===== src/hdl/c4sm_pkg.sv =====
// shared types and constants for the c4fm symbol median timing assist
`default_nettype none

package c4sm_pkg;

  localparam int unsigned SamplesPerSymbol = 5;
  localparam int unsigned SampleW          = 16;
  localparam int unsigned CfgIndexW        = 4;
  localparam int unsigned RunToNudge       = 4;
  localparam int unsigned CooldownSymbols  = 12;

  typedef logic signed [SampleW-1:0] sample_t;
  typedef logic [SamplesPerSymbol-1:0][SampleW-1:0] window_t;

  // configuration register indexes
  localparam logic [CfgIndexW-1:0] RegTedMode      = 4'd0;
  localparam logic [CfgIndexW-1:0] RegCenterLevel  = 4'd1;
  localparam logic [CfgIndexW-1:0] RegMinReference = 4'd2;
  localparam logic [CfgIndexW-1:0] RegMaxReference = 4'd3;

  typedef enum logic [1:0] {
    TED_OFF        = 2'd0,
    TED_EARLY_LATE = 2'd1,
    TED_MM         = 2'd2
  } ted_mode_e;

  typedef enum logic [1:0] {
    DIR_NONE = 2'd0,
    DIR_UP   = 2'd1,
    DIR_DOWN = 2'd3
  } dir_e;

  typedef struct packed {
    ted_mode_e mode;
    sample_t   center_level;
    sample_t   min_reference;
    sample_t   max_reference;
  } ted_cfg_t;

endpackage

`default_nettype wire


===== src/hdl/c4sm_median5.sv =====
// median of five samples through a seven compare-exchange network
`default_nettype none

module c4sm_median5 (
  input  wire c4sm_pkg::window_t win_i,
  output c4sm_pkg::sample_t      median_o
);

  c4sm_pkg::sample_t a0, b0, c0, d0, e0;
  c4sm_pkg::sample_t a1, b1, d1, e1;
  c4sm_pkg::sample_t a2, d2;
  c4sm_pkg::sample_t b3, e3;
  c4sm_pkg::sample_t b4, c4;
  c4sm_pkg::sample_t c5, d5;
  c4sm_pkg::sample_t b6, c6;

  always_comb begin
    a0 = c4sm_pkg::sample_t'(win_i[0]);
    b0 = c4sm_pkg::sample_t'(win_i[1]);
    c0 = c4sm_pkg::sample_t'(win_i[2]);
    d0 = c4sm_pkg::sample_t'(win_i[3]);
    e0 = c4sm_pkg::sample_t'(win_i[4]);
    // (a,b) and (d,e)
    a1 = (a0 > b0) ? b0 : a0;
    b1 = (a0 > b0) ? a0 : b0;
    d1 = (d0 > e0) ? e0 : d0;
    e1 = (d0 > e0) ? d0 : e0;
    // (a,d)
    a2 = (a1 > d1) ? d1 : a1;
    d2 = (a1 > d1) ? a1 : d1;
    // (b,e)
    b3 = (b1 > e1) ? e1 : b1;
    e3 = (b1 > e1) ? b1 : e1;
    // (b,c)
    b4 = (b3 > c0) ? c0 : b3;
    c4 = (b3 > c0) ? b3 : c0;
    // (c,d)
    c5 = (c4 > d2) ? d2 : c4;
    d5 = (c4 > d2) ? c4 : d2;
    // (b,c)
    b6 = (b4 > c5) ? c5 : b4;
    c6 = (b4 > c5) ? b4 : c5;
  end

  assign median_o = c6;

  // the minimum and maximum of a, b, d, e and the other losers fall out of the network unused
  logic unused_ok;
  assign unused_ok = ^{a2, e3, d5, b6};

endmodule

`default_nettype wire


===== src/hdl/c4sm_ted.sv =====
// timing error detector and sampling center tracking
`default_nettype none

module c4sm_ted (
  input  wire                      clk_i,
  input  wire                      rst_ni,
  input  wire                      step_i,
  input  wire c4sm_pkg::window_t   win_i,
  input  wire c4sm_pkg::ted_cfg_t  cfg_i,
  output logic [1:0]               center_d_o,
  output logic [15:0]              nudge_d_o
);

  logic [1:0]          center_q, center_d;
  logic                dec_seen_q, dec_seen_d;
  c4sm_pkg::dir_e      run_dir_q, run_dir_d;
  logic [2:0]          run_len_q, run_len_d;
  logic [3:0]          cool_q, cool_d;
  logic [15:0]         nudge_q, nudge_d;

  c4sm_pkg::sample_t   early, mid, late;
  logic                center_ok;
  logic signed [16:0]  early_x, late_x, abs_e, abs_l;
  logic signed [16:0]  mid2, top_thr;
  logic                ak_pos;
  c4sm_pkg::dir_e      dir, ds;
  logic                run;
  logic [2:0]          len_next;

  // early / mid / late taps around the center
  always_comb begin
    center_ok = 1'b1;
    early     = c4sm_pkg::sample_t'(win_i[1]);
    mid       = c4sm_pkg::sample_t'(win_i[2]);
    late      = c4sm_pkg::sample_t'(win_i[3]);
    case (center_q)
      2'd1: begin
        early = c4sm_pkg::sample_t'(win_i[0]);
        mid   = c4sm_pkg::sample_t'(win_i[1]);
        late  = c4sm_pkg::sample_t'(win_i[2]);
      end
      2'd2: begin
        early = c4sm_pkg::sample_t'(win_i[1]);
        mid   = c4sm_pkg::sample_t'(win_i[2]);
        late  = c4sm_pkg::sample_t'(win_i[3]);
      end
      2'd3: begin
        early = c4sm_pkg::sample_t'(win_i[2]);
        mid   = c4sm_pkg::sample_t'(win_i[3]);
        late  = c4sm_pkg::sample_t'(win_i[4]);
      end
      default: center_ok = 1'b0;
    endcase
  end

  // magnitudes and slicer sign
  always_comb begin
    early_x = {early[15], early};
    late_x  = {late[15], late};
    abs_e   = early[15] ? -early_x : early_x;
    abs_l   = late[15] ? -late_x : late_x;
    mid2    = {mid, 1'b0};
    top_thr = {cfg_i.max_reference[15], cfg_i.max_reference}
            + {cfg_i.center_level[15], cfg_i.center_level};
    // decision is +1 or +3
    ak_pos  = (mid2 >= top_thr) || (mid >= cfg_i.center_level);
    if (late > early) begin
      ds = c4sm_pkg::DIR_UP;
    end else if (late < early) begin
      ds = c4sm_pkg::DIR_DOWN;
    end else begin
      ds = c4sm_pkg::DIR_NONE;
    end
  end

  always_comb begin
    center_d   = center_q;
    dec_seen_d = dec_seen_q;
    run_dir_d  = run_dir_q;
    run_len_d  = run_len_q;
    cool_d     = cool_q;
    nudge_d    = nudge_q;
    run        = 1'b0;
    dir        = c4sm_pkg::DIR_NONE;
    len_next   = run_len_q;

    if (step_i && center_ok) begin
      case (cfg_i.mode)
        c4sm_pkg::TED_EARLY_LATE: begin
          run = 1'b1;
          if (abs_l > abs_e) begin
            dir = c4sm_pkg::DIR_UP;
          end else if (abs_l < abs_e) begin
            dir = c4sm_pkg::DIR_DOWN;
          end else begin
            dir = c4sm_pkg::DIR_NONE;
          end
        end
        c4sm_pkg::TED_MM: begin
          dec_seen_d = 1'b1;
          // first decision only primes the detector
          run = dec_seen_q;
          if (ak_pos || ds == c4sm_pkg::DIR_NONE) begin
            dir = ds;
          end else if (ds == c4sm_pkg::DIR_UP) begin
            dir = c4sm_pkg::DIR_DOWN;
          end else begin
            dir = c4sm_pkg::DIR_UP;
          end
        end
        default: run = 1'b0;
      endcase
    end

    if (run) begin
      if (dir == c4sm_pkg::DIR_NONE) begin
        run_dir_d = c4sm_pkg::DIR_NONE;
        run_len_d = 3'd0;
      end else if (cool_q != 4'd0) begin
        cool_d = cool_q - 4'd1;
      end else begin
        if (dir == run_dir_q) begin
          len_next = run_len_q + 3'd1;
        end else begin
          len_next = 3'd1;
        end
        run_dir_d = dir;
        run_len_d = len_next;
        if (len_next >= 3'(c4sm_pkg::RunToNudge)) begin
          if (dir == c4sm_pkg::DIR_UP && center_q != 2'd3) begin
            center_d = center_q + 2'd1;
            nudge_d  = nudge_q + 16'd1;
          end else if (dir == c4sm_pkg::DIR_DOWN && center_q != 2'd1) begin
            center_d = center_q - 2'd1;
            nudge_d  = nudge_q + 16'd1;
          end
          cool_d    = 4'(c4sm_pkg::CooldownSymbols);
          run_len_d = 3'd0;
        end
      end
    end
  end

  always_ff @(posedge clk_i or negedge rst_ni) begin
    if (!rst_ni) begin
      center_q   <= 2'd2;
      dec_seen_q <= 1'b0;
      run_dir_q  <= c4sm_pkg::DIR_NONE;
      run_len_q  <= 3'd0;
      cool_q     <= 4'd0;
      nudge_q    <= 16'd0;
    end else begin
      center_q   <= center_d;
      dec_seen_q <= dec_seen_d;
      run_dir_q  <= run_dir_d;
      run_len_q  <= run_len_d;
      cool_q     <= cool_d;
      nudge_q    <= nudge_d;
    end
  end

  assign center_d_o = center_d;
  assign nudge_d_o  = nudge_d;

endmodule

`default_nettype wire


===== src/hdl/c4fm_symbol_median_timing_assist.sv =====
// top level: c4fm symbol median with early-late / mueller-muller timing assist
//
// usage
//   input channel: in_valid_i / in_stall_o carry one five-sample window
//   (sample_0_i..sample_4_i) plus in_sync_i; a request is taken at a rising
//   edge with valid high and stall low
//   output channel: out_valid_o / out_stall_i carry the median, the sampling
//   center after the step and the running nudge count
//   config channel: cfg_valid_i / cfg_ready_o with cfg_index_i and
//   cfg_wdata_i; ready is always high, indexes above three are dropped
//   a taken request moves from the input register to the result register when the output stage can take it
//   throughput: one request per cycle while the receiver does not stall,
//   limited only by the single register loop through the center tap
//   select, the detector compare and the run / cooldown update
//   reset: asynchronous, active low; both stages empty, center at 2,
//   detector off, all references zero, nudge count zero
//   stall: a stalled result holds in the output register; the input
//   register still takes a request while the output stage is free, and
//   in_stall_o rises only when both stages are full and the receiver stalls
`default_nettype none

module c4fm_symbol_median_timing_assist (
  input  wire         clk_i,
  input  wire         rst_ni,
  // input requests
  input  wire         in_valid_i,
  output logic        in_stall_o,
  input  wire  [15:0] sample_0_i,
  input  wire  [15:0] sample_1_i,
  input  wire  [15:0] sample_2_i,
  input  wire  [15:0] sample_3_i,
  input  wire  [15:0] sample_4_i,
  input  wire         in_sync_i,
  // results
  output logic        out_valid_o,
  input  wire         out_stall_i,
  output logic [15:0] symbol_value_o,
  output logic [1:0]  sampling_center_o,
  output logic [15:0] nudges_total_o,
  // configuration writes
  input  wire         cfg_valid_i,
  output logic        cfg_ready_o,
  input  wire  [3:0]  cfg_index_i,
  input  wire  [15:0] cfg_wdata_i
);

  // configuration registers
  c4sm_pkg::ted_cfg_t cfg_q;

  always_ff @(posedge clk_i or negedge rst_ni) begin
    if (!rst_ni) begin
      cfg_q.mode          <= c4sm_pkg::TED_OFF;
      cfg_q.center_level  <= '0;
      cfg_q.min_reference <= '0;
      cfg_q.max_reference <= '0;
    end else if (cfg_valid_i) begin
      case (cfg_index_i)
        c4sm_pkg::RegTedMode:      cfg_q.mode <= c4sm_pkg::ted_mode_e'(cfg_wdata_i[1:0]);
        c4sm_pkg::RegCenterLevel:  cfg_q.center_level  <= cfg_wdata_i;
        c4sm_pkg::RegMinReference: cfg_q.min_reference <= cfg_wdata_i;
        c4sm_pkg::RegMaxReference: cfg_q.max_reference <= cfg_wdata_i;
        default: ;
      endcase
    end
  end

  assign cfg_ready_o = 1'b1;

  // input register stage
  logic              in_valid_q, in_valid_d;
  c4sm_pkg::window_t win_q;
  logic              sync_q;
  logic              advance, load_in;

  // output stage can take a new result when empty or draining
  assign advance    = !out_valid_o || !out_stall_i;
  assign in_stall_o = in_valid_q && !advance;
  assign load_in    = in_valid_i && !in_stall_o;

  always_comb begin
    in_valid_d = in_valid_q;
    if (load_in) begin
      in_valid_d = 1'b1;
    end else if (advance) begin
      in_valid_d = 1'b0;
    end
  end

  always_ff @(posedge clk_i or negedge rst_ni) begin
    if (!rst_ni) begin
      in_valid_q <= 1'b0;
    end else begin
      in_valid_q <= in_valid_d;
    end
  end

  always_ff @(posedge clk_i) begin
    if (load_in) begin
      win_q  <= {sample_4_i, sample_3_i, sample_2_i, sample_1_i, sample_0_i};
      sync_q <= in_sync_i;
    end
  end

  // median and timing logic between the two registers
  c4sm_pkg::sample_t median;
  logic [1:0]        center_d;
  logic [15:0]       nudge_d;
  logic              step;

  // the detector state moves only when a request with in_sync_i low crosses into the output stage
  assign step = advance && in_valid_q && !sync_q;

  c4sm_median5 u_median (
    .win_i    (win_q),
    .median_o (median)
  );

  c4sm_ted u_ted (
    .clk_i      (clk_i),
    .rst_ni     (rst_ni),
    .step_i     (step),
    .win_i      (win_q),
    .cfg_i      (cfg_q),
    .center_d_o (center_d),
    .nudge_d_o  (nudge_d)
  );

  // result register
  logic        out_valid_q;
  logic [15:0] symbol_value_q;
  logic [1:0]  center_q;
  logic [15:0] nudges_q;

  always_ff @(posedge clk_i or negedge rst_ni) begin
    if (!rst_ni) begin
      out_valid_q <= 1'b0;
    end else if (advance) begin
      out_valid_q <= in_valid_q;
    end
  end

  always_ff @(posedge clk_i) begin
    if (advance && in_valid_q) begin
      symbol_value_q <= median;
      center_q       <= center_d;
      nudges_q       <= nudge_d;
    end
  end

  assign out_valid_o       = out_valid_q;
  assign symbol_value_o    = symbol_value_q;
  assign sampling_center_o = center_q;
  assign nudges_total_o    = nudges_q;

endmodule

`default_nettype wire

===== config.mk =====
export PLATFORM = sky130hd
export DESIGN_NAME = c4fm_symbol_median_timing_assist
export DESIGN_NICKNAME = d
export VERILOG_FILES = /design/src/hdl/c4sm_pkg.sv /design/src/hdl/c4sm_median5.sv /design/src/hdl/c4sm_ted.sv /design/src/hdl/c4fm_symbol_median_timing_assist.sv
export SDC_FILE = /design/constraint.sdc
export NUM_CORES = 1
export LEC_CHECK = 0
export CAP_MARGIN = 20
export CORE_MARGIN = 5
export CORE_UTILIZATION = 65
export CTS_CLUSTER_SIZE = 40
export DETAILED_ROUTE_END_ITERATION = 6
export DONT_BUFFER_PORTS = 1
export PLACE_DENSITY = 0.88
export SLEW_MARGIN = 20
export SYNTH_ARGS = -nofsm -noshare
export SYNTH_HDL_FRONTEND = slang
export SYNTH_SLANG_ARGS = --single-unit

===== constraint.sdc =====
create_clock -name clk_i -period 26.5 [get_ports clk_i]
set_input_delay 0 -clock clk_i [delete_from_list [all_inputs] [get_ports clk_i]]
set_output_delay 0 -clock clk_i [all_outputs]
set_load 0.01 [all_outputs]

==> results of run 1 <==
area by class of cell:
cell class	instances	area (um2)	share of cell area (%)
Clock inverter	14	179	1.06
Antenna cell	2	5.00	0.0298
Tap cell	285	357	2.12
Sequential cell	179	5060	30.1
Multi-Input combinational cell	1214	8970	53.4
Clock buffer	18	450	2.68
Inverter	145	544	3.24
Timing Repair Buffer	128	1250	7.42
flip-flops by register name (all words and copies together), names as in the netlist:
signal             flops
cfg_q                 34
in_valid_q             1
nudges_total_o        16
out_valid_o            1
sampling_center_o      2
symbol_value_o        16
sync_q                 1
u_ted.center_q         2
u_ted.cool_q           4
u_ted.dec_seen_q       1
u_ted.nudge_q         16
u_ted.run_dir_q        2
u_ted.run_len_q        3
win_q                 80
final timing paths:
kind                                  start           endpoint  slack, ns  depth (start not counted)
setup reg to reg                  win_q[57]  symbol_value_o[4]      12.15                         50
setup / recovery                  win_q[57]  symbol_value_o[4]      12.15                         50
hold reg to reg            u_ted.dec_seen_q   u_ted.dec_seen_q       0.48                          1
min in group clk_i           cfg_index_i[0]           cfg_q[1]       0.10                          4
hold / removal                       rst_ni   u_ted.nudge_q[1]        0.1                          2
max in group asynchronous            rst_ni  u_ted.center_q[1]      26.10                          2
power breakdown:
part | switching (mW) | internal [mW]
combinational | 0.583 | 0.409
sequential | 0.0421 | 0.363
clock | 0.131 | 0.142
through the flow:
step	hold slack (ns)	instances	total power, mW
3_3_place_gp	-0.290	1845	1.32
5_1_grt	0.119	1984	1.79
3_5_place_dp	-0.290	1845	1.35
6_report	0.0964	1985	1.67
4_1_cts	0.0934	1983	1.64
2_1_floorplan	-0.296	1594	1.10
metal layers:
metal | GRT usage, % | share of wire [%]
met3 | 7.85 | 9.7
met5 | 0 | 0
met4 | 12.9 | 4.4
met2 | 56.0 | 46
met1 | 44.9 | 40
cell families (layout without fill, tap and decap cells):
family / count (synthesis) / after routing / synth area share [%]
compound gates: 446 / 446 / 19.8
simple gates: 409 / 409 / 13.0
fa+ha+maj: 202 / 202 / 17.1
buf+inv: 201 / 305 / 5.28
flops: 179 / 179 / 34.2
mux: 97 / 97 / 7.08
xor+xnor: 57 / 57 / 3.38
other cells: 2 / 5 / 0.0508
cell usage in the layout (no fill, tap or decap), types with 22 or more instances in the layout:
cell	instances
a22o_1	23
nand4_1	22
ha_1	201
o21ai_0	101
nand2_1	168
xor2_1	39
nor2_1	81
nand3_1	32
mux2_2	47
a21o_1	37
a22oi_1	28
dlygate4sd3_1	105
mux2i_1	47
a21oi_1	118
dfrtp_1	63
inv_1	145
edfxtp_1	115
==> flow_results.xml, run 1 <==
<?xml version="1.0" encoding="UTF-8"?>
<metrics>
  <group name="die">
    <metric name="die_w" unit="um">161</metric>
    <metric name="placeableCoreArea" unit="mm2">0.0225</metric>
    <metric name="initial_core_util" unit="%">65.7</metric>
    <metric name="num_io_pins" unit="">143</metric>
    <metric name="die_h" unit="um">161</metric>
    <metric name="dieArea" unit="mm2">0.0259</metric>
    <metric name="fp-row-count" unit="">55</metric>
  </group>
  <group name="cts">
    <metric name="post_cts_setup_buffer_count" unit="">0</metric>
    <metric name="cts_tree" unit="">built</metric>
    <metric name="clock_sink_count" unit="">179</metric>
    <metric name="cts-root-to-sink-buffers" unit="">2</metric>
    <metric name="h_tree_levels" unit="">4</metric>
    <metric name="worst_skew_pair.late_latency" unit="ns">0.45</metric>
    <metric name="clk_transition_reported_paths" unit="ns">0.08</metric>
    <metric name="root_buffer" unit="">clkbuf_16</metric>
    <metric name="hold_buffers" unit="">106</metric>
    <metric name="cts_buffers" unit="">17</metric>
    <metric name="ctsResizeCount" unit="">0</metric>
  </group>
  <group name="critical_path">
    <metric name="sort_of_element_at_the_end_of_the_critical_path" unit="">flip-flop</metric>
    <metric name="critPathTopFamily" unit="">compound AO/OA/AOI/OAI gates</metric>
    <metric name="slowest_delay" unit="ns">0.82</metric>
    <metric name="critPathKind" unit="">reg2reg</metric>
    <metric name="worstSetupStartpointType" unit="">flip-flop</metric>
    <metric name="critical_path_arrival" unit="ns">14.58</metric>
    <metric name="crit_required" unit="ns">26.73</metric>
    <metric name="worst-path-buf-inv" unit="">5</metric>
    <metric name="critPathMaxFanout" unit="">47</metric>
    <metric name="slowest_cell_on_the_critical_path" unit="">mux2i_2</metric>
  </group>
  <group name="timing">
    <metric name="report.final.slew_viol_count" unit="">0</metric>
    <metric name="final_period_minus_worst_setup_slack" unit="ns">14.35</metric>
    <metric name="tns" unit="ns">0</metric>
    <metric name="max_slew.worst_pin.slew" unit="ns">1.02</metric>
    <metric name="max-slew-margin-rel" unit="%">30.6</metric>
    <metric name="grt_setup_unrepaired" unit="">no</metric>
    <metric name="hold_violations" unit="">0</metric>
    <metric name="finalCritPeriodShare" unit="%">54.1</metric>
    <metric name="post_route_clock_skew" unit="ns">0.0222</metric>
    <metric name="fmax" unit="GHz">0.0697</metric>
    <metric name="final_critical_path_setup_slack" unit="ns">12.15</metric>
    <metric name="setup_violating_endpoint_count_in_the_final_report" unit="">0</metric>
  </group>
  <group name="final_layout">
    <metric name="design.final.nets" unit="">1993</metric>
    <metric name="num-fill-cells" unit="">1547</metric>
    <metric name="layout-drive-gt1-share" unit="%">6.95</metric>
    <metric name="area_delta_synth_final" unit="%">13.7</metric>
    <metric name="util_after_layout" unit="%">74.7</metric>
    <metric name="final_cell_area" unit="mm2">0.0168</metric>
  </group>
  <group name="global_route">
    <metric name="initial_antenna_violation_count" unit="">1</metric>
    <metric name="grt_max_degree" unit="">82</metric>
    <metric name="grt.overflow.total" unit="">0</metric>
    <metric name="grt_pass1_wl" unit="um">70300</metric>
    <metric name="grt_pass1_vias" unit="">12800</metric>
    <metric name="globalRouteTotalUtil" unit="%">34.3</metric>
  </group>
  <group name="logic_synthesis">
    <metric name="yosysWarnings" unit="">0</metric>
    <metric name="syn-instance-count" unit="">1593</metric>
    <metric name="syn-cell-area" unit="mm2">0.0148</metric>
    <metric name="ys_top_cells_by_count" unit="">ha_1 (201), nand2_1 (168), inv_1 (145), a21oi_1 (118), edfxtp_1 (115)</metric>
    <metric name="synth.yosys.seq_area_share" unit="%">34.2</metric>
    <metric name="synthDominantCellAreaShare" unit="%">23.4</metric>
    <metric name="post-synth-top-count-cell" unit="">ha_1</metric>
    <metric name="most_used_dff_post_synth" unit="">edfxtp_1</metric>
    <metric name="async_flop_share" unit="%">35.8</metric>
    <metric name="synth_enable_flop_cells" unit="">115</metric>
    <metric name="yosys.cell_types.count" unit="">75</metric>
    <metric name="synth.avg_cell_area" unit="um2">9.28</metric>
    <metric name="synthTopCellsByArea" unit="">edfxtp_1 (23%), ha_1 (17%), dfrtp_1 (11%)</metric>
    <metric name="post-synth-top-area-cell" unit="">edfxtp_1</metric>
    <metric name="total_of_flip_flops_plus_latches_after_synthesis" unit="">179</metric>
  </group>
  <group name="worst_hold_path">
    <metric name="hp-class" unit="">in2async</metric>
  </group>
  <group name="detailed_routing">
    <metric name="drc" unit="">0</metric>
    <metric name="num_vias" unit="">13200</metric>
    <metric name="detail_route.wirelength" unit="um">45200</metric>
    <metric name="dr.first_iter.drc_count" unit="">1445</metric>
    <metric name="final_antenna_net_count" unit="">0</metric>
    <metric name="wire_per_inst" unit="um">22.7</metric>
    <metric name="routed_via_density" unit="">6.63</metric>
    <metric name="dr.pass1.iters" unit="">7</metric>
  </group>
  <group name="place">
    <metric name="detailed_place.area" unit="mm2">0.0151</metric>
    <metric name="detailed_place_hpwl" unit="um">31900</metric>
    <metric name="place.gp.congestion" unit="">0.967</metric>
    <metric name="dpl_worst_slack" unit="ns">12.52</metric>
    <metric name="io_buffer_count" unit="">0</metric>
  </group>
  <group name="power">
    <metric name="p_leak" unit="nW">7.78</metric>
    <metric name="pwr_density_cell" unit="mW/mm2">99.4</metric>
    <metric name="irDropWorstVdd" unit="mV">0.134</metric>
  </group>
  <group name="run">
    <metric name="timing.max_cap.violations" unit="">0</metric>
  </group>
  <group name="run_status">
    <metric name="outcome" unit="">finished, final reports clean</metric>
  </group>
</metrics>
No activity file was read; power rests on OpenSTA's default activity.
==> inputs of run 2 (changes only) <==
==> constraint.sdc (replaced) <==
create_clock -name clk_i -period 14.7 [get_ports clk_i]
set_input_delay 0 -clock clk_i [delete_from_list [all_inputs] [get_ports clk_i]]
set_output_delay 0 -clock clk_i [all_outputs]
set_load 0.01 [all_outputs]
==> run 2 against run 1 <==
Against the previous run:
- worst setup slack worse by 11 ns
- non-clock buffer count is 3 lower
- critical path depth decreased by 1
- register-to-register slack worse by 11 ns
- sequential power rose by 81%
- hold slack got worse by 0.0066 ns
- combinational power is 78% higher
- power grew 77%
- clock power grew 70%
- highest routed layer unchanged
==> flow_results.xml, run 2 (synthesis gave the netlist of run 1 again) <==
<?xml version="1.0" encoding="UTF-8"?>
<metrics>
  <group name="power">
    <metric name="internal-power" unit="mW">1.62</metric>
    <metric name="net-switching-power" unit="mW">1.35</metric>
    <metric name="pwr_density_cell" unit="mW/mm2">177</metric>
    <metric name="sw_ratio" unit="%">45.4</metric>
    <metric name="clock_network_fraction_of_design_power" unit="%">15.7</metric>
    <metric name="irDropWorstVdd" unit="mV">0.190</metric>
    <metric name="combinationalPowerShare" unit="%">59.6</metric>
    <metric name="p_leak" unit="nW">7.75</metric>
    <metric name="power_frac_seq" unit="%">24.7</metric>
  </group>
  <group name="critical_path">
    <metric name="crit_required" unit="ns">14.96</metric>
    <metric name="critPathKind" unit="">reg2reg</metric>
    <metric name="critPathMostFrequentCell" unit="">ha_1</metric>
    <metric name="crit-reg2reg-launch" unit="">win_q[54]</metric>
    <metric name="timing.critical_path.from" unit="">win_q[54]</metric>
    <metric name="critPathTopFamily" unit="">compound AO/OA/AOI/OAI gates</metric>
    <metric name="critPathMaxFanout" unit="">33</metric>
    <metric name="worst-path-buf-inv" unit="">4</metric>
    <metric name="rr_endpoint" unit="">symbol_value_o[8]</metric>
    <metric name="ff2ff_setup_slack" unit="ns">1.13</metric>
    <metric name="sort_of_element_at_the_end_of_the_critical_path" unit="">flip-flop</metric>
    <metric name="worstSetupStartpointType" unit="">flip-flop</metric>
    <metric name="slowest_delay" unit="ns">0.77</metric>
    <metric name="critical_path_arrival" unit="ns">13.84</metric>
    <metric name="slowest_cell_on_the_critical_path" unit="">or3_2</metric>
    <metric name="worst-r2r-cell-count" unit="">49</metric>
  </group>
  <group name="detailed_routing">
    <metric name="wire_per_inst" unit="um">22.2</metric>
    <metric name="dr.first_iter.drc_count" unit="">1679</metric>
    <metric name="dr.pass1.iters" unit="">6</metric>
    <metric name="drc" unit="">0</metric>
    <metric name="num_vias" unit="">13100</metric>
    <metric name="detail_route.wirelength" unit="um">44000</metric>
    <metric name="final_antenna_net_count" unit="">0</metric>
    <metric name="routed_via_density" unit="">6.64</metric>
  </group>
  <group name="cts">
    <metric name="h_tree_levels" unit="">4</metric>
    <metric name="worst_skew_pair.late_latency" unit="ns">0.46</metric>
    <metric name="root_buffer" unit="">clkbuf_16</metric>
    <metric name="post_cts_setup_buffer_count" unit="">0</metric>
    <metric name="cts-root-to-sink-buffers" unit="">2</metric>
    <metric name="cts_tree" unit="">built</metric>
    <metric name="clock_sink_count" unit="">179</metric>
    <metric name="cts_buffers" unit="">17</metric>
    <metric name="clk_transition_reported_paths" unit="ns">0.09</metric>
  </group>
  <group name="final_layout">
    <metric name="seq_area" unit="mm2">0.00506</metric>
    <metric name="top_register_by_number_of_flip_flops" unit="">win_q</metric>
    <metric name="area_delta_synth_final" unit="%">13.4</metric>
    <metric name="design.final.nets" unit="">1990</metric>
    <metric name="final_cell_mix" unit="">ha_1 (201), nand2_1 (168), inv_1 (145)</metric>
    <metric name="antenna-diode-count" unit="">0</metric>
    <metric name="layout-drive-gt1-share" unit="%">6.96</metric>
    <metric name="mostFrequentLayoutCell" unit="">ha_1</metric>
    <metric name="num-fill-cells" unit="">1561</metric>
    <metric name="final_cell_area" unit="mm2">0.0168</metric>
    <metric name="largest_register_ffs" unit="">80</metric>
    <metric name="largest_registers" unit="">win_q x80, cfg_q x34</metric>
    <metric name="layout.cells.non_filler" unit="">1980</metric>
    <metric name="multi_input_comb_area" unit="mm2">0.00898</metric>
    <metric name="util_after_layout" unit="%">74.5</metric>
  </group>
  <group name="worst_hold_path">
    <metric name="min_delay_path_depth" unit="">1</metric>
    <metric name="hold_path.startpoint" unit="">in_valid_i</metric>
    <metric name="worst_hold_path.endpoint" unit="">win_q[6]</metric>
    <metric name="hp-class" unit="">in2reg</metric>
  </group>
  <group name="timing">
    <metric name="max-slew-margin-rel" unit="%">33.3</metric>
    <metric name="grt_setup_unrepaired" unit="">no</metric>
    <metric name="post_route_clock_skew" unit="ns">0.0178</metric>
    <metric name="report.final.slew_viol_count" unit="">0</metric>
    <metric name="tns" unit="ns">0</metric>
    <metric name="finalCritPeriodShare" unit="%">92.3</metric>
    <metric name="max_slew.worst_pin.slew" unit="ns">1.00</metric>
    <metric name="setup_violating_endpoint_count_in_the_final_report" unit="">0</metric>
    <metric name="hold_slack" unit="ns">0.0898</metric>
    <metric name="hold_violations" unit="">0</metric>
    <metric name="fmax" unit="GHz">0.0737</metric>
    <metric name="final_period_minus_worst_setup_slack" unit="ns">13.57</metric>
  </group>
  <group name="place">
    <metric name="io_buffer_count" unit="">0</metric>
    <metric name="dp.cells" unit="">1841</metric>
    <metric name="detailed_place.area" unit="mm2">0.0151</metric>
    <metric name="place.gp.congestion" unit="">0.984</metric>
    <metric name="detailed_place_hpwl" unit="um">31100</metric>
  </group>
  <group name="die">
    <metric name="initial_core_util" unit="%">65.7</metric>
    <metric name="placeableCoreArea" unit="mm2">0.0225</metric>
    <metric name="die_w" unit="um">161</metric>
    <metric name="die_h" unit="um">161</metric>
    <metric name="num_io_pins" unit="">143</metric>
    <metric name="fp-row-count" unit="">55</metric>
    <metric name="dieArea" unit="mm2">0.0259</metric>
  </group>
  <group name="run_status">
    <metric name="outcome" unit="">finished, final reports clean</metric>
  </group>
  <group name="global_route">
    <metric name="globalRouteTotalUtil" unit="%">33.4</metric>
    <metric name="initial_antenna_violation_count" unit="">0</metric>
    <metric name="grt_pass1_vias" unit="">13000</metric>
    <metric name="grt_max_degree" unit="">82</metric>
    <metric name="grt.overflow.total" unit="">0</metric>
    <metric name="grt_pass1_wl" unit="um">69000</metric>
  </group>
  <group name="run">
    <metric name="timing.max_cap.violations" unit="">0</metric>
  </group>
</metrics>
run 2: cell types whose count changed in the layout (fill, tap and decap cells not counted), moves of 2 or more:
cell        before  now
inv_6            1    3
buf_4           21   18
diode_2          2    0
clkinvlp_4       0    2
run 2: stage by stage:
| step | total power, mW | worst slack [ns] |
|---|---|---|
| finish | 2.96 | 1.13 |
| global route | 3.20 | 0.00828 |
| CTS | 2.91 | 0.851 |
| detailed placement | 2.41 | 0.893 |
| global placement | 2.34 | 1.50 |
| floorplan | 1.98 | 3.20 |
run 2: layout make-up:
cell class | count | area share [%]
timing repair buffer | 125 | 7.36
clock buffer | 17 | 2.54
inverter | 145 | 3.25
multi-input combinational | 1214 | 53.6
sequential | 179 | 30.2
tap | 285 | 2.13
clock inverter | 15 | 0.956
run 2: worst reg2reg max path: cells and delay by family, from the launching register on:
family | cells | cell delay [ns]
adders and majority gates | 5 | 1.62
muxes | 3 | 1.00
and+or+nand+nor | 16 | 4.71
AOI/OAI and AO/OA | 21 | 4.81
buffers and inverters | 4 | 0.76
DFF | 1 | 0.50
run 2: how the worst max path moves through the flow:
stage	to	slack [ns]	cells after the start
global placement	symbol_value_o[3]	1.50	50
floorplan	symbol_value_o[10]	3.20	51
finish	symbol_value_o[8]	1.13	49
detailed placement	symbol_value_o[8]	0.89	50
global route	symbol_value_o[2]	0.008	49
CTS	symbol_value_o[8]	0.85	49
run 2: timing repair:
| action | 4_1_cts | 5_1_grt |
|---|---|---|
| hold buffers | 106 | 0 |
| hold endpoints to repair | 181 | 0 |
| gates resized for setup | 0 | 4 |
| endpoints found under the setup margin | 0 | 16 |
run 2: layer usage:
metal	wire [um]	global-route usage (%)	part of all wire (%)
met2	20200	54.4	46
met5	0	0	0
met3	4450	7.19	10
met4	1890	14.0	4.3
met1	17500	43.4	40
run 2: power groups by stage:
stage	registers (mW)	clock network [mW]	logic, mW
final	0.732	0.465	1.77
after global routing	0.737	0.487	1.97
after CTS	0.729	0.465	1.71
after detailed placement	0.740	0	1.67
after global placement	0.737	0	1.60
after floorplan	0.712	0	1.27
